`config.mk`:
```
export PLATFORM = sky130hd
export DESIGN_NAME = servo_motion_profile_sequencer_unit
export DESIGN_NICKNAME = d
export VERILOG_FILES = /design/src/hdl/smps_pkg.sv /design/src/hdl/smps_div.sv /design/src/hdl/servo_motion_profile_sequencer_unit.sv
export SDC_FILE = /design/constraint.sdc
export NUM_CORES = 2
export LEC_CHECK = 0
export BUFFER_PORTS_ARGS = -buffer_cell sky130_fd_sc_hd__buf_2
export CORE_MARGIN = 4
export CORE_UTILIZATION = 50
export DETAILED_ROUTE_END_ITERATION = 8
export PLACE_DENSITY = 0.69
export SLEW_MARGIN = 40
export SYNTH_ARGS = -nofsm -noshare
export SYNTH_HDL_FRONTEND = slang
export SYNTH_SLANG_ARGS = --single-unit
```
`constraint.sdc`:
```
create_clock -name i_clk -period 31 [get_ports i_clk]
set_clock_uncertainty 0.2 [all_clocks]
set_input_delay 6.2 -clock i_clk [delete_from_list [all_inputs] [get_ports i_clk]]
set_output_delay 6.2 -clock i_clk [all_outputs]
set_load 0.02 [all_outputs]
```
`src/hdl/smps_pkg.sv`:
```
// ----------------------------------------------------------------------------
// smps_pkg: servo motion profile sequencer package
// Shared types, codes, fixed-point constants and the sine lookup table.
// ----------------------------------------------------------------------------
package smps_pkg;

    localparam int SINE_ENTRIES      = 256;
    localparam int SINE_BITS         = $clog2(SINE_ENTRIES);
    localparam int DIV_W             = 32 + SINE_BITS;
    localparam int WRITE_INTERVAL_MS = 20;
    localparam int EASE_IN_MS        = 1000;
    localparam int CENTRE            = 90;
    localparam int ANGLE_MAX         = 180;
    localparam int HOLD_JOG_MS       = 250;
    localparam int WAGGLE_MIN_MS     = 50;
    localparam int DIV10_RECIP       = 52429;
    localparam int DIV10_SHIFT       = 19;

    typedef enum logic [2:0] {
        ACT_TICK      = 3'd0,
        ACT_JOG       = 3'd1,
        ACT_HOLD      = 3'd2,
        ACT_WAGGLE    = 3'd3,
        ACT_THINK_ON  = 3'd4,
        ACT_THINK_OFF = 3'd5,
        ACT_CANCEL    = 3'd6,
        ACT_CONSUME   = 3'd7
    } t_action;

    typedef enum logic [1:0] {
        CFG_SAFE_MIN  = 2'd0,
        CFG_SAFE_MAX  = 2'd1,
        CFG_SERVO_EN  = 2'd2
    } t_cfg_index;

    typedef enum logic [4:0] {
        S_IDLE,
        S_DISPATCH,
        S_WAG,
        S_JOG,
        S_JOG_DIV,
        S_SM1,
        S_SM2,
        S_SM3,
        S_JOG_MUL,
        S_JOG_WR,
        S_THINK,
        S_TH_DIV,
        S_TH_BASE,
        S_TH_AMP,
        S_TH_AE,
        S_TH_IDX,
        S_TH_DMUL,
        S_TH_SUM,
        S_TH_WR,
        S_DONE
    } t_state;

    typedef struct packed {
        t_action             action;
        logic signed [7:0]   offset_deg;
        logic [7:0]          amplitude;
        logic [15:0]         period_ms;
        logic [23:0]         duration_ms;
    } t_in;

    typedef struct packed {
        logic [7:0] angle;
        logic       angle_valid;
        logic       hold_expired;
        logic       busy_res;
    } t_out;

    typedef logic signed [15:0] t_sine_tab [SINE_ENTRIES];

    function automatic t_sine_tab f_sine_tab();
        t_sine_tab  tab;
        logic [63:0] u;
        logic [63:0] r;
        logic [63:0] x;
        logic [63:0] x2;
        logic [63:0] s;
        logic [63:0] v;
        logic [1:0]  quad;
        for (int i = 0; i < SINE_ENTRIES; i++) begin
            u    = (64'(i) * 64'd65536) / SINE_ENTRIES;
            quad = u[15:14];
            r    = u & 64'h3FFF;
            if (quad[0]) begin
                r = 64'd16384 - r;
            end
            x  = r << 2;
            x2 = (x * x) >> 16;
            s  = 64'd307;
            s  = 64'd5223 - ((s * x2) >> 16);
            s  = 64'd42334 - ((s * x2) >> 16);
            s  = 64'd102944 - ((s * x2) >> 16);
            v  = (((s * x) >> 16) + 64'd1) >> 1;
            if (v > 64'd32767) begin
                v = 64'd32767;
            end
            tab[i] = quad[1] ? -$signed(16'(v)) : $signed(16'(v));
        end
        return tab;
    endfunction

    localparam t_sine_tab SINE_TAB = f_sine_tab();

endpackage

```
`src/hdl/smps_div.sv`:
```
// ----------------------------------------------------------------------------
// smps_div: iterative restoring divider
// One quotient bit per cycle; dividend DIV_W bits, divisor 16 bits.
// ----------------------------------------------------------------------------
module smps_div (
    input  logic                       i_clk,
    input  logic                       i_rst_n,
    input  logic                       i_start,
    input  logic [smps_pkg::DIV_W-1:0] i_dividend,
    input  logic [15:0]                i_divisor,
    output logic                       o_busy,
    output logic [smps_pkg::DIV_W-1:0] o_quot
);

    localparam int CNT_W = $clog2(smps_pkg::DIV_W + 1);

    logic [CNT_W-1:0]          r_cnt;
    logic [smps_pkg::DIV_W-1:0] r_quo;
    logic [15:0]               r_rem;
    logic [15:0]               r_div;
    logic [16:0]               trial;
    logic                      ge;

    assign trial = {r_rem, r_quo[smps_pkg::DIV_W-1]};
    assign ge    = trial >= {1'b0, r_div};

    always_ff @(posedge i_clk) begin
        if (!i_rst_n) begin
            r_cnt <= '0;
        end else if (i_start) begin
            r_cnt <= CNT_W'(smps_pkg::DIV_W);
        end else if (r_cnt != '0) begin
            r_cnt <= r_cnt - CNT_W'(1);
        end
    end

    always_ff @(posedge i_clk) begin
        if (i_start) begin
            r_quo <= i_dividend;
            r_rem <= '0;
            r_div <= i_divisor;
        end else if (r_cnt != '0) begin
            r_rem <= ge ? 16'(trial - {1'b0, r_div}) : trial[15:0];
            r_quo <= {r_quo[smps_pkg::DIV_W-2:0], ge};
        end
    end

    assign o_busy = r_cnt != '0;
    assign o_quot = r_quo;

endmodule

```
`src/hdl/servo_motion_profile_sequencer_unit.sv`:
```
// ----------------------------------------------------------------------------
// servo_motion_profile_sequencer_unit: servo jog/hold/waggle/think sequencer
// Jog writes use one pass of the shared divider; think writes use two during
// ease-in (time fraction, then sine index) and one after it.
// Throughput: one item at a time; the next item is taken once the result is
// in the output register. Reset is synchronous: all motion state returns to
// its defaults; the waggle keyframe store is not cleared.
// ----------------------------------------------------------------------------
module servo_motion_profile_sequencer_unit (
    input  logic           i_clk,
    input  logic           i_rst_n,
    input  logic           i_in_valid,
    input  smps_pkg::t_in  i_in_data,
    output logic           o_in_stall,
    output logic           o_out_valid,
    output smps_pkg::t_out o_out_data,
    input  logic           i_out_stall,
    input  logic           i_cfg_we,
    input  logic [1:0]     i_cfg_index,
    input  logic [7:0]     i_cfg_data
);

    smps_pkg::t_state r_state, n_state;
    smps_pkg::t_in    r_in;
    smps_pkg::t_out   r_out_data;
    logic             r_out_valid;

    logic signed [7:0] r_safe_min, r_safe_max;
    logic              r_servo_en;

    logic [31:0] r_now;
    logic [7:0]  r_cmd_angle;
    logic        r_jog_act;
    logic [7:0]  r_jog_from, r_jog_to;
    logic [31:0] r_jog_begin, r_jog_last;
    logic [15:0] r_jog_len;
    logic        r_pat_act;
    logic [2:0]  r_frame;
    logic [31:0] r_frame_begin;
    logic [7:0]  r_wag [3];
    logic [15:0] r_wag_dwell;
    logic        r_think_act;
    logic [31:0] r_think_begin, r_think_last;
    logic [7:0]  r_think_from;
    logic signed [7:0] r_think_centre;
    logic [7:0]  r_think_amp;
    logic [15:0] r_think_period;
    logic        r_hold_act;
    logic [31:0] r_hold_end;
    logic        r_hold_flag;
    logic        r_wrote, r_expired;
    logic        r_is_think;

    logic [15:0]        r_t;
    logic [16:0]        r_s;
    logic [23:0]        r_base;
    logic [24:0]        r_ae;
    logic signed [15:0] r_sin;
    logic signed [26:0] r_sum;
    logic signed [44:0] r_p;

    logic signed [25:0] mul_a;
    logic signed [18:0] mul_b;
    logic                       div_start, div_busy;
    logic [smps_pkg::DIV_W-1:0] div_dividend, div_quot;
    logic [15:0]                div_divisor;

    logic        in_xfer, out_load;
    logic [31:0] hold_diff, jog_elapsed, jog_since_wr, think_since, think_since_wr;
    logic [31:0] frame_dt;
    logic        hold_exp, hold_blocks;
    logic [15:0] wag_per;
    logic [15:0] jog_len_cmd;
    logic [23:0] hold_dur;
    logic signed [8:0]  jog_d, think_d;
    logic [7:0]  think_target;
    logic signed [44:0] jog_adj, jog_q, dm_adj, dm_q;
    logic signed [26:0] sum_adj, sum_q;
    logic [8:0]  jog_angle;
    logic [2:0]  frame_nx;

    function automatic logic [7:0] f_angle(logic signed [11:0] off,
                                           logic signed [7:0] smin,
                                           logic signed [7:0] smax);
        logic signed [11:0] o;
        logic signed [11:0] a;
        o = off;
        if (o < 12'(smin)) begin
            o = 12'(smin);
        end
        if (o > 12'(smax)) begin
            o = 12'(smax);
        end
        a = o + 12'sd90;
        if (a < 12'sd0) begin
            a = 12'sd0;
        end
        if (a > 12'(smps_pkg::ANGLE_MAX)) begin
            a = 12'(smps_pkg::ANGLE_MAX);
        end
        return a[7:0];
    endfunction

    function automatic logic [1:0] f_slot(logic [2:0] frame);
        logic [1:0] s;
        case (frame)
            3'd1, 3'd3: s = 2'd1;
            3'd2:       s = 2'd2;
            default:    s = 2'd0;
        endcase
        return s;
    endfunction

    smps_div u_div (
        .i_clk      (i_clk),
        .i_rst_n    (i_rst_n),
        .i_start    (div_start),
        .i_dividend (div_dividend),
        .i_divisor  (div_divisor),
        .o_busy     (div_busy),
        .o_quot     (div_quot)
    );

    assign o_in_stall  = r_state != smps_pkg::S_IDLE;
    assign in_xfer     = i_in_valid && !o_in_stall;
    assign out_load    = (r_state == smps_pkg::S_DONE) && (!r_out_valid || !i_out_stall);
    assign o_out_valid = r_out_valid;
    assign o_out_data  = r_out_data;

    assign hold_diff      = r_now - r_hold_end;
    assign hold_exp       = !hold_diff[31];
    assign hold_blocks    = r_hold_act && !hold_exp;
    assign jog_elapsed    = r_now - r_jog_begin;
    assign jog_since_wr   = r_now - r_jog_last;
    assign think_since    = r_now - r_think_begin;
    assign think_since_wr = r_now - r_think_last;
    assign frame_dt       = r_now - r_frame_begin;
    assign frame_nx       = r_frame + 3'd1;

    assign wag_per      = (r_in.period_ms < 16'(smps_pkg::WAGGLE_MIN_MS)) ?
                          16'(smps_pkg::WAGGLE_MIN_MS) : r_in.period_ms;
    assign jog_len_cmd  = (r_in.duration_ms > 24'hFFFF) ? 16'hFFFF :
                          (r_in.duration_ms == '0) ? 16'd1 : r_in.duration_ms[15:0];
    assign hold_dur     = (r_in.duration_ms == '0) ? 24'd1 : r_in.duration_ms;

    assign jog_d        = $signed({1'b0, r_jog_to}) - $signed({1'b0, r_jog_from});
    assign think_target = f_angle(12'(r_think_centre), r_safe_min, r_safe_max);
    assign think_d      = $signed({1'b0, think_target}) - $signed({1'b0, r_think_from});

    assign jog_adj   = r_p + (r_p[44] ? 45'sd65535 : 45'sd0);
    assign jog_q     = jog_adj >>> 16;
    assign jog_angle = {1'b0, r_jog_from} + jog_q[8:0];
    assign dm_adj    = r_p + (r_p[44] ? 45'sd32767 : 45'sd0);
    assign dm_q      = dm_adj >>> 15;
    assign sum_adj   = r_sum + (r_sum[26] ? 27'sd65535 : 27'sd0);
    assign sum_q     = sum_adj >>> 16;

    always_ff @(posedge i_clk) begin
        if (!i_rst_n) begin
            r_state <= smps_pkg::S_IDLE;
        end else begin
            r_state <= n_state;
        end
    end

    always_comb begin
        n_state      = r_state;
        mul_a        = '0;
        mul_b        = '0;
        div_start    = 1'b0;
        div_dividend = '0;
        div_divisor  = 16'd1;
        unique case (r_state)
            smps_pkg::S_IDLE: begin
                if (in_xfer) begin
                    n_state = smps_pkg::S_DISPATCH;
                end
            end
            smps_pkg::S_DISPATCH: begin
                n_state = smps_pkg::S_DONE;
                if (r_servo_en) begin
                    if (r_in.action == smps_pkg::ACT_TICK) begin
                        if (hold_blocks || r_jog_act) begin
                            n_state = r_jog_act ? smps_pkg::S_JOG : smps_pkg::S_DONE;
                        end else if (!r_pat_act && r_think_act) begin
                            n_state = smps_pkg::S_THINK;
                        end
                    end else if (r_in.action == smps_pkg::ACT_WAGGLE &&
                                 !r_pat_act && !r_jog_act) begin
                        mul_a   = 26'(wag_per);
                        mul_b   = 19'(smps_pkg::DIV10_RECIP);
                        n_state = smps_pkg::S_WAG;
                    end
                end
            end
            smps_pkg::S_WAG: n_state = smps_pkg::S_DONE;
            smps_pkg::S_JOG: begin
                n_state = smps_pkg::S_DONE;
                if (jog_elapsed < {16'd0, r_jog_len} &&
                    jog_since_wr >= 32'(smps_pkg::WRITE_INTERVAL_MS)) begin
                    div_start    = 1'b1;
                    div_dividend = smps_pkg::DIV_W'({jog_elapsed[15:0], 16'd0});
                    div_divisor  = r_jog_len;
                    n_state      = smps_pkg::S_JOG_DIV;
                end
            end
            smps_pkg::S_JOG_DIV: begin
                if (!div_busy) begin
                    n_state = smps_pkg::S_SM1;
                end
            end
            smps_pkg::S_SM1: begin
                mul_a   = 26'(r_t);
                mul_b   = 19'(r_t);
                n_state = smps_pkg::S_SM2;
            end
            smps_pkg::S_SM2: begin
                mul_a   = 26'(r_p[31:16]);
                mul_b   = 19'(18'd196608 - {1'b0, r_t, 1'b0});
                n_state = smps_pkg::S_SM3;
            end
            smps_pkg::S_SM3: begin
                n_state = r_is_think ? smps_pkg::S_TH_BASE : smps_pkg::S_JOG_MUL;
            end
            smps_pkg::S_JOG_MUL: begin
                mul_a   = 26'(jog_d);
                mul_b   = 19'(r_s);
                n_state = smps_pkg::S_JOG_WR;
            end
            smps_pkg::S_JOG_WR: n_state = smps_pkg::S_DONE;
            smps_pkg::S_THINK: begin
                if (think_since_wr < 32'(smps_pkg::WRITE_INTERVAL_MS)) begin
                    n_state = smps_pkg::S_DONE;
                end else if (think_since < 32'(smps_pkg::EASE_IN_MS)) begin
                    div_start    = 1'b1;
                    div_dividend = smps_pkg::DIV_W'({think_since[15:0], 16'd0});
                    div_divisor  = 16'(smps_pkg::EASE_IN_MS);
                    n_state      = smps_pkg::S_TH_DIV;
                end else begin
                    n_state = smps_pkg::S_TH_BASE;
                end
            end
            smps_pkg::S_TH_DIV: begin
                if (!div_busy) begin
                    n_state = smps_pkg::S_SM1;
                end
            end
            smps_pkg::S_TH_BASE: begin
                mul_a        = 26'(think_d);
                mul_b        = 19'(r_s);
                div_start    = 1'b1;
                div_dividend = {r_now, smps_pkg::SINE_BITS'(0)};
                div_divisor  = r_think_period;
                n_state      = smps_pkg::S_TH_AMP;
            end
            smps_pkg::S_TH_AMP: begin
                mul_a   = 26'(r_think_amp);
                mul_b   = 19'(r_s);
                n_state = smps_pkg::S_TH_AE;
            end
            smps_pkg::S_TH_AE: n_state = smps_pkg::S_TH_IDX;
            smps_pkg::S_TH_IDX: begin
                if (!div_busy) begin
                    n_state = smps_pkg::S_TH_DMUL;
                end
            end
            smps_pkg::S_TH_DMUL: begin
                mul_a   = 26'(r_ae);
                mul_b   = 19'(r_sin);
                n_state = smps_pkg::S_TH_SUM;
            end
            smps_pkg::S_TH_SUM: n_state = smps_pkg::S_TH_WR;
            smps_pkg::S_TH_WR:  n_state = smps_pkg::S_DONE;
            smps_pkg::S_DONE: begin
                if (out_load) begin
                    n_state = smps_pkg::S_IDLE;
                end
            end
            default: n_state = smps_pkg::S_IDLE;
        endcase
    end

    always_ff @(posedge i_clk) begin
        r_p <= mul_a * mul_b;
    end

    always_ff @(posedge i_clk) begin
        if (!i_rst_n) begin
            r_safe_min <= -8'sd90;
            r_safe_max <= 8'sd90;
            r_servo_en <= 1'b1;
        end else if (i_cfg_we) begin
            unique case (i_cfg_index)
                smps_pkg::CFG_SAFE_MIN: r_safe_min <= $signed(i_cfg_data);
                smps_pkg::CFG_SAFE_MAX: r_safe_max <= $signed(i_cfg_data);
                smps_pkg::CFG_SERVO_EN: r_servo_en <= i_cfg_data[0];
                default: ;
            endcase
        end
    end

    always_ff @(posedge i_clk) begin
        if (!i_rst_n) begin
            r_out_valid <= 1'b0;
        end else if (out_load) begin
            r_out_valid <= 1'b1;
        end else if (!i_out_stall) begin
            r_out_valid <= 1'b0;
        end
    end

    always_ff @(posedge i_clk) begin
        if (out_load) begin
            r_out_data.angle        <= r_cmd_angle;
            r_out_data.angle_valid  <= r_wrote;
            r_out_data.hold_expired <= r_expired;
            r_out_data.busy_res     <= r_pat_act | r_jog_act | r_hold_act;
        end
    end

    always_ff @(posedge i_clk) begin
        case (r_state)
            smps_pkg::S_WAG: begin
                r_wag_dwell <= r_p[smps_pkg::DIV10_SHIFT+15:smps_pkg::DIV10_SHIFT];
                r_wag[0] <= f_angle(12'(r_in.offset_deg), r_safe_min, r_safe_max);
                r_wag[1] <= f_angle(12'(r_in.offset_deg) + $signed({4'd0, r_in.amplitude}),
                                    r_safe_min, r_safe_max);
                r_wag[2] <= f_angle(12'(r_in.offset_deg) - $signed({4'd0, r_in.amplitude}),
                                    r_safe_min, r_safe_max);
            end
            smps_pkg::S_JOG_DIV, smps_pkg::S_TH_DIV: r_t <= div_quot[15:0];
            smps_pkg::S_TH_AMP: r_base <= 24'({r_think_from, 16'd0} + r_p[23:0]);
            smps_pkg::S_TH_AE:  r_ae <= r_p[24:0];
            smps_pkg::S_TH_IDX: r_sin <= smps_pkg::SINE_TAB[div_quot[smps_pkg::SINE_BITS-1:0]];
            smps_pkg::S_TH_SUM: begin
                r_sum <= $signed({3'd0, r_base}) + dm_q[26:0]
                         - 27'(smps_pkg::CENTRE * 65536);
            end
            default: ;
        endcase
    end

    always_ff @(posedge i_clk) begin
        if (!i_rst_n) begin
            r_now          <= '0;
            r_cmd_angle    <= 8'(smps_pkg::CENTRE);
            r_jog_act      <= 1'b0;
            r_jog_from     <= 8'(smps_pkg::CENTRE);
            r_jog_to       <= 8'(smps_pkg::CENTRE);
            r_jog_begin    <= '0;
            r_jog_last     <= '0;
            r_jog_len      <= 16'(smps_pkg::HOLD_JOG_MS);
            r_pat_act      <= 1'b0;
            r_frame        <= '0;
            r_frame_begin  <= '0;
            r_think_act    <= 1'b0;
            r_think_begin  <= '0;
            r_think_last   <= '0;
            r_think_from   <= 8'(smps_pkg::CENTRE);
            r_think_centre <= '0;
            r_think_amp    <= 8'd5;
            r_think_period <= 16'd2000;
            r_hold_act     <= 1'b0;
            r_hold_end     <= '0;
            r_hold_flag    <= 1'b0;
            r_wrote        <= 1'b0;
            r_expired      <= 1'b0;
            r_is_think     <= 1'b0;
            r_s            <= '0;
        end else begin
            case (r_state)
                smps_pkg::S_IDLE: begin
                    if (in_xfer) begin
                        r_in      <= i_in_data;
                        r_wrote   <= 1'b0;
                        r_expired <= 1'b0;
                        if (i_in_data.action == smps_pkg::ACT_TICK) begin
                            r_now <= r_now + 32'd1;
                        end
                    end
                end
                smps_pkg::S_DISPATCH: begin
                    if (r_servo_en) begin
                        unique case (r_in.action)
                            smps_pkg::ACT_TICK: begin
                                if (r_hold_act && hold_exp) begin
                                    r_hold_act  <= 1'b0;
                                    r_hold_flag <= 1'b1;
                                end
                                if (!hold_blocks && !r_jog_act && r_pat_act &&
                                    frame_dt >= {16'd0, r_wag_dwell}) begin
                                    if (frame_nx >= 3'd5) begin
                                        r_frame   <= 3'd5;
                                        r_pat_act <= 1'b0;
                                    end else begin
                                        r_frame       <= frame_nx;
                                        r_frame_begin <= r_now;
                                        r_cmd_angle   <= r_wag[f_slot(frame_nx)];
                                        r_wrote       <= 1'b1;
                                    end
                                end
                            end
                            smps_pkg::ACT_JOG, smps_pkg::ACT_HOLD: begin
                                r_jog_from  <= r_cmd_angle;
                                r_jog_to    <= f_angle(12'(r_in.offset_deg),
                                                       r_safe_min, r_safe_max);
                                r_jog_begin <= r_now;
                                r_jog_last  <= '0;
                                r_jog_act   <= 1'b1;
                                r_pat_act   <= 1'b0;
                                if (r_in.action == smps_pkg::ACT_HOLD) begin
                                    r_jog_len   <= 16'(smps_pkg::HOLD_JOG_MS);
                                    r_hold_act  <= 1'b1;
                                    r_hold_end  <= r_now + 32'(hold_dur);
                                    r_hold_flag <= 1'b0;
                                end else begin
                                    r_jog_len <= jog_len_cmd;
                                end
                            end
                            smps_pkg::ACT_WAGGLE: begin
                                if (!r_pat_act && !r_jog_act) begin
                                    r_pat_act     <= 1'b1;
                                    r_frame       <= '0;
                                    r_frame_begin <= r_now;
                                    r_cmd_angle   <= f_angle(12'(r_in.offset_deg),
                                                             r_safe_min, r_safe_max);
                                    r_wrote       <= 1'b1;
                                end
                            end
                            smps_pkg::ACT_THINK_ON: begin
                                r_think_act    <= 1'b1;
                                r_think_begin  <= r_now;
                                r_think_from   <= r_cmd_angle;
                                r_think_last   <= '0;
                                r_think_centre <= r_in.offset_deg;
                                r_think_amp    <= r_in.amplitude;
                                r_think_period <= (r_in.period_ms == '0) ? 16'd1 :
                                                  r_in.period_ms;
                            end
                            smps_pkg::ACT_THINK_OFF: r_think_act <= 1'b0;
                            smps_pkg::ACT_CANCEL: begin
                                r_pat_act   <= 1'b0;
                                r_jog_act   <= 1'b0;
                                r_think_act <= 1'b0;
                            end
                            smps_pkg::ACT_CONSUME: begin
                                r_expired   <= r_hold_flag;
                                r_hold_flag <= 1'b0;
                            end
                            default: ;
                        endcase
                    end
                end
                smps_pkg::S_JOG: begin
                    r_is_think <= 1'b0;
                    if (jog_elapsed >= {16'd0, r_jog_len}) begin
                        r_cmd_angle <= r_jog_to;
                        r_wrote     <= 1'b1;
                        r_jog_act   <= 1'b0;
                    end else if (jog_since_wr >= 32'(smps_pkg::WRITE_INTERVAL_MS)) begin
                        r_jog_last <= r_now;
                    end
                end
                smps_pkg::S_SM3: r_s <= r_p[32:16];
                smps_pkg::S_JOG_WR: begin
                    r_cmd_angle <= jog_angle[7:0];
                    r_wrote     <= 1'b1;
                end
                smps_pkg::S_THINK: begin
                    r_is_think <= 1'b1;
                    if (think_since_wr >= 32'(smps_pkg::WRITE_INTERVAL_MS)) begin
                        r_think_last <= r_now;
                        if (think_since >= 32'(smps_pkg::EASE_IN_MS)) begin
                            r_s <= 17'd65536;
                        end
                    end
                end
                smps_pkg::S_TH_WR: begin
                    r_cmd_angle <= f_angle(sum_q[11:0], r_safe_min, r_safe_max);
                    r_wrote     <= 1'b1;
                end
                default: ;
            endcase
        end
    end

    a_div_no_restart: assert property (@(posedge i_clk) disable iff (!i_rst_n)
        !(div_start && div_busy))
        else $error("divider restarted while busy");

    a_frame_range: assert property (@(posedge i_clk) disable iff (!i_rst_n)
        r_pat_act |-> (r_frame < 3'd5))
        else $error("waggle active past last frame");

    a_angle_range: assert property (@(posedge i_clk) disable iff (!i_rst_n)
        o_out_valid |-> (o_out_data.angle <= 8'd180))
        else $error("angle out of range");

endmodule
```
# Yosys cells after proc, flatten, opt, wreduce, memory -nomap -nowiden
# Memory sizes are Yosys's and may differ from the RTL's. A register that Yosys moved wholly into a read port is not among the register bits.
# Cells that the tools add are included.
[totals]
regBits = 656
latch_bits = 0
ram_bits = 24
rom_bits = 4096
input_bits = 74
out_inout_bits = 13
wordCells = 438
n_memories = 2
[classes]
addsub = 30
mul = 1
div_mod_pow = 0
magnitude_cmp = 38
eq_ne = 56
n_shift = 0
n_mux = 184
bitwise = 4
reduce_logical = 73
[memory_table]
columns = ["memory", "words", "word_bits", "rd", "rd_clocked_by_memory_dff", "wr", "line", "rtl"]
rows = [
  ["(no name shown)", 256, 16, 1, 1, 0, "servo_motion_profile_sequencer_unit.sv:334", "smps_pkg::S_TH_IDX: r_sin <= smps_pkg::SINE_TAB[div_quot[smps_pkg::SINE_BITS-1:0]];"],
  ["r_wag", 3, 8, 1, 0, 3, "servo_motion_profile_sequencer_unit.sv:40", "logic [7:0] r_wag [3];"],
]
[ops]
columns = ["op", "count"]
rows = [
  ["$mux 12", 61],
  ["$mux 32", 13],
  ["$mux 16", 15],
  ["$pmux 32 s2", 3],
  ["$sub 32x32->32", 6],
  ["$pmux 26 s7", 1],
  ["$mux 8", 15],
  ["$pmux 40 s3", 1],
  ["$pmux 19 s5", 1],
  ["$pmux 5 s17", 1],
  ["$add 12x8->12 const B", 7],
  ["$gt 12x8->1", 7],
  ["$gt 12x9->1 const B", 7],
  ["$lt 12x1->1 const B", 7],
  ["$mux 40", 2],
  ["$ge 32x16->1", 2],
  ["$ge 32x5->1 const B", 2],
  ["$mux 5", 12],
  ["$pmux 16 s3", 1],
  ["$mul 26x19->45", 1],
  ["$add 42x16->42", 1],
  ["$eq 5x4->1 const B", 8],
  ["$mux 17", 2],
  ["$pmux 17 s2", 1],
  ["other kinds (78)", 209],
]

# Logic depth before layout (Yosys ltp)
[depth]
word_depth = 28
ltp_mapped = 68
depth_no_buf = 67

# Modules after synthesis
# A second synthesis with hierarchy kept.
[unflattened]
cells_unflattened = 8677
hier_area_um2 = 71330.9
[modules_own_cells]
columns = ["module", "instances", "cells_each", "area_each_um2", "seq_area_each_um2"]
rows = [
  ["servo_motion_profile_sequencer_unit", 1, 8323, 67165.7, 14513.9],
  ["smps_div", 1, 354, 4165.2, 2122.0],
]

# Worst setup path before layout
# OpenSTA, ideal clock, no wires.
[synth_path]
path_type = "register to register"
from = "reg r_safe_min[1]"
to = "reg r_p[41]"
setup_ns = 0.072
arrival_time_ns = 14.502
t_required_ns = 30.728
setup_slack_ns = 16.226
path_stages_with_launch = 65
n_path_buf = 2
period_less_slack_ns = 14.774
cell_sequence = "dfxtp_1 inv_1 ha_1 a21o_1 a21o_1 a21o_1 a21o_1 a21oi_1 o21ai_0 nand3_1 nand2_1 ha_1 nor2b_1 o21a_1 o21a_1 o21a_1 o21a_1 o21ai_0 (+29 left out) fa_1 fa_1 inv_1 ha_1 ha_1 o21a_1 o21a_1 a2111oi_1 o311ai_0 a21oi_1 a21oi_1 a41oi_1 o21ai_0 o41ai_2 o21ai_0 or4_1 a31oi_1 xnor2_1"
[synth_via]
elab_chain_cells = 12
[synth_rtl]
columns = ["element", "line", "rtl"]
rows = [
  ["start: declaration", "servo_motion_profile_sequencer_unit.sv:28", "logic signed [7:0] r_safe_min, r_safe_max;"],
  ["start signal: assignment", "servo_motion_profile_sequencer_unit.sv:289", "r_safe_min <= -8'sd90;"],
  ["start signal: assignment", "servo_motion_profile_sequencer_unit.sv:294", "smps_pkg::CFG_SAFE_MIN: r_safe_min <= $signed(i_cfg_data);"],
  ["$lt 8x8->1", "servo_motion_profile_sequencer_unit.sv:88", "if (o < 12'(smin)) begin"],
  ["$mux 12 *", "servo_motion_profile_sequencer_unit.sv:88", ""],
  ["$gt 12x8->1", "servo_motion_profile_sequencer_unit.sv:91", "if (o > 12'(smax)) begin"],
  ["$mux 12 *", "servo_motion_profile_sequencer_unit.sv:91", ""],
  ["$add 12x8->12 *", "servo_motion_profile_sequencer_unit.sv:94", "a = o + 12'sd90;"],
  ["$lt 12x1->1", "servo_motion_profile_sequencer_unit.sv:95", "if (a < 12'sd0) begin"],
  ["$mux 12 *", "servo_motion_profile_sequencer_unit.sv:95", ""],
  ["$gt 12x9->1", "servo_motion_profile_sequencer_unit.sv:98", "if (a > 12'(smps_pkg::ANGLE_MAX)) begin"],
  ["$mux 8 *", "servo_motion_profile_sequencer_unit.sv:98", ""],
  ["$sub 8x8->9 *", "servo_motion_profile_sequencer_unit.sv:148", "assign think_d = $signed({1'b0, think_target}) - $signed({1'b0, r_think_from});"],
  ["$pmux 26 s7 *", "servo_motion_profile_sequencer_unit.sv:173", "unique case (r_state)"],
  ["$mul 26x19->45 *", "servo_motion_profile_sequencer_unit.sv:284", "r_p <= mul_a * mul_b;"],
  ["end signal: assignment", "servo_motion_profile_sequencer_unit.sv:284", ""],
  ["end: declaration", "servo_motion_profile_sequencer_unit.sv:60", "logic signed [44:0] r_p;"],
]
# Mark *: on every way between the ends. The rest lies on a longest branch, timed or not.
# A chain may end at the register's enable or synchronous reset.

# Worst setup path after layout
# Same ends and word-level chain as after synthesis.

==> run summary <==
=================================================================================
TritonCTS clock tree                                                          yes
Routability cong.                                                            1.04
Layout Nets                                                                  9522
Class of the tightest hold or removal check                               reg2reg
Max transition margin                                                       39.1%
Synth async-reset ratio                                                        0%
Synth unique cells                                                            109
Share of cells above drive strength 1                                       6.40%
Max VDD drop                                                          0.0000517 V
Starting density of the core                                                50.5%
Number of instances in the synthesized netlist                               8404
Final worst path period share                                               58.3%
Maximum number of pins on one net before global-route repair                  145
Netlist area before placement                                           69700 µm²
TritonCTS buffer count                                                         82
Global-route wire length before repair                                     381 mm
Number of global-route vias before repair                                   61900
Resized Gates After CTS                                                         0
Hold-fix buffers, CTS                                                           0
Max-cap viol count                                                              0
DRC                                                                             0
Flip-flop and latch count after synthesis                                     694
Hold violation count in the final report                                        0
Reg clk slew, reported paths                                              0.07 ns
Outcome                                                              complete, no violations
Wire length reported by the detailed router                                251 mm
Number of antenna violations at the first check in global routing               9
Pin slew with the least headroom to its limit                            0.911 ns
Gr usage total                                                              33.9%
Clk sink count                                                                694
Leak pwr                                                                  33.5 nW
Synthesis Warnings                                                              0
Max stage delay on crit path                                              0.71 ns
Unrepaired setup endpoints after global routing                                no
Number of max-slew violations in the final report                               0
Leading post-synthesis cells by cell area                            fa_1 (14%), dfxtp_1 (12%), edfxtp_1 (12%)
Total via count in the routed design                                        63800
Critical path data arrival time                                          18.47 ns
Dominant synthesized flop cell                                            dfxtp_1
Seq/Total Area, Yosys                                                       23.9%
Setup fix buffers added after clock tree synthesis                              0
Core ar.                                                               138000 µm²
Area growth from synthesis to layout                                        8.14%
Sort of element at the start of the critical path                        register
Final setup vio count                                                           0
DR pass1 iterations                                                             8
Congestion Overflow GR                                                          0
Worst slack at placement                                                 13.29 ns
Critical Setup Path Class                                                 reg2reg
Worst setup EP type                                                      register
PortBufs                                                                       86
Slowest library cell on the worst path                                  a2111oi_1
Post-DRT Antenna Nets                                                           0
Filler instances                                                            12900
Post-detailed-route via-to-cell ratio                                        6.22
Largest driver fanout on the critical path                                     29
H-tree depth                                                                    3
Number of top-level pins                                                       87
Clock latency at the later pin of the worst-skew pair                     0.71 ns
Die span in y                                                              381 µm
Endpoint required time on the critical path                              31.41 ns
FMAX                                                                     55.4 MHz
Library cell occupying the most area in the post-synthesis netlist           fa_1
Detailed placement HPWL                                                    189 mm
CTS Root Cell                                                           clkbuf_16
Number of flops mapped to enable cells by yosys                               274
PD cells                                                              63.8 nW/µm²
Routed len/inst                                                           24.5 µm
Synthesized Nets                                                             9606
Mean post-synth cell area                                                8.30 µm²
Clk buf depth                                                                   3
First DRT Iteration DRCs                                                     6994
Die area                                                               145000 µm²
Die width                                                                  381 µm
Site row count                                                                136
Worst setup slack after layout                                           12.94 ns
Total Negative Setup Slacks                                                  0 ns
Worst hold slack across all endpoints                                    0.245 ns
Post-synth top area share                                                   14.4%
Final critical-path required period                                      18.06 ns
=================================================================================
[registers in the layout (all words and copies together) (netlist names), 17 cells and up]
signal / flops
r_ae: 25
r_base: 24
r_frame_begin: 32
r_hold_end: 32
r_in: 59
r_jog_begin: 32
r_jog_last: 32
r_now: 32
r_p: 43
r_s: 17
r_sum: 27
r_think_begin: 32
r_think_last: 32
r_wag: 24
u_div.o_quot: 40
[placed cells by master (no fill, tap or decap), types with 41 or more instances in the layout]
cell type / n
o211ai_1: 71
nand2b_1: 82
nand3_1: 168
mux2i_1: 107
or3_1: 41
o22ai_1: 42
a21o_1: 153
a31oi_1: 90
a22oi_1: 47
edfxtp_1: 274
nor2b_1: 74
nor3_1: 129
buf_4: 159
and2_1: 58
nand2_1: 1103
a22o_1: 52
ha_1: 625
nor4_1: 46
o21a_1: 86
a21oi_1: 599
a211oi_1: 82
nor2_1: 699
dfxtp_1: 420
and3_1: 55
fa_1: 501
o21ai_0: 390
clkbuf_16: 84
nand4_1: 79
xor2_1: 117
inv_1: 947
buf_2: 86
xnor2_1: 211
[logic make-up after synthesis]
kind of cell / after synthesis / share of synthesized area (%)
AND/OR/NAND/NOR: 2669 / 17.2
AO/OA/AOI/OAI: 2073 / 19.6
buffers and inverters: 1373 / 7.49
adder cells (fa/ha/maj): 1128 / 25.6
flip-flops: 694 / 23.9
XOR/XNOR: 329 / 4.15
multiplexers: 137 / 2.09
other: 1 / 0.00538
[cell usage after synthesis (47+ instances only)]
| cell | number |
|---|---|
| and2_1 | 59 |
| o21ai_0 | 392 |
| nand4_1 | 79 |
| a22o_1 | 52 |
| a31oi_1 | 90 |
| and3_1 | 56 |
| ha_1 | 626 |
| nand3_1 | 169 |
| a21oi_1 | 603 |
| nor4_1 | 51 |
| nand2_1 | 1106 |
| nor2_1 | 706 |
| inv_1 | 947 |
| nand2b_1 | 83 |
| nor3_1 | 135 |
| fa_1 | 502 |
| clkbuf_1 | 370 |
| xnor2_1 | 211 |
| a22oi_1 | 47 |
| dfxtp_1 | 420 |
| xor2_1 | 117 |
| edfxtp_1 | 274 |
| o211ai_1 | 71 |
| mux2i_1 | 107 |
| a211oi_1 | 84 |
| a21o_1 | 154 |
| o21a_1 | 86 |
| nor2b_1 | 74 |
[final cells by class]
type                    count  area, µm²  share of cell area, %
multi-input cells        6337      48200                   63.9
flip-flops and latches    694      16600                   22.1
inverters                 952       3580                   4.75
well taps                1863       2330                   3.09
clock buffers             111       2270                   3.02
repair buffers            253       1740                   2.30
clock inverters            42        662                  0.878
diodes                      7       17.5                 0.0232
[stage by stage]
| stage | area [µm²] | instances | power (mW) | utilization [%] |
|---|---|---|---|---|
| after detailed placement | 72400 | 10100 | 3.65 | 52.5 |
| after global routing | 75400 | 10300 | 5.04 | 54.6 |
| after CTS | 75300 | 10300 | 4.73 | 54.6 |
| after global placement | 72300 | 10100 | 3.63 | 52.4 |
| final | 75400 | 10300 | 4.81 | 54.6 |
| after floorplan | 69700 | 8404 | 2.81 | - |
[layer usage]
metal | share of wire (%) | global-route usage [%] | vias to the layer above
met1 | 41 | 44.8 | 30900
met3 | 10 | 8.18 | 774
met4 | 6.1 | 17.3 | 4
met2 | 43 | 51.6 | 3129
li1 | - | - | 29000
met5 | 0.012 | 0 | -
[where the power goes]
part / switching, mW / internal, mW
combinational: 1.69 / 0.810
clock: 0.443 / 0.631
sequential: 0.115 / 1.12
[worst max-delay path: cells and delay by family, from the launching register on]
| family | cells | cell delay, ns |
|---|---|---|
| buf+inv | 8 | 1.39 |
| simple gates | 8 | 2.01 |
| mux | 2 | 0.69 |
| xor+xnor | 1 | 0.14 |
| flops | 1 | 0.46 |
| compound gates | 32 | 7.98 |
| fa+ha+maj | 12 | 5.03 |
[worst paths after layout]
kind	from	endpoint	slack (ns)	depth (start not counted)
worst max-delay path	r_safe_min[1]	r_p[41]	12.94	63
worst min-delay path	u_div.o_quot[8]	r_t[8]	0.24	0
worst max register to register	r_safe_min[1]	r_p[41]	12.94	63
worst min register to register	u_div.o_quot[8]	r_t[8]	0.24	0
No activity file was read; power rests on OpenSTA's default activity.
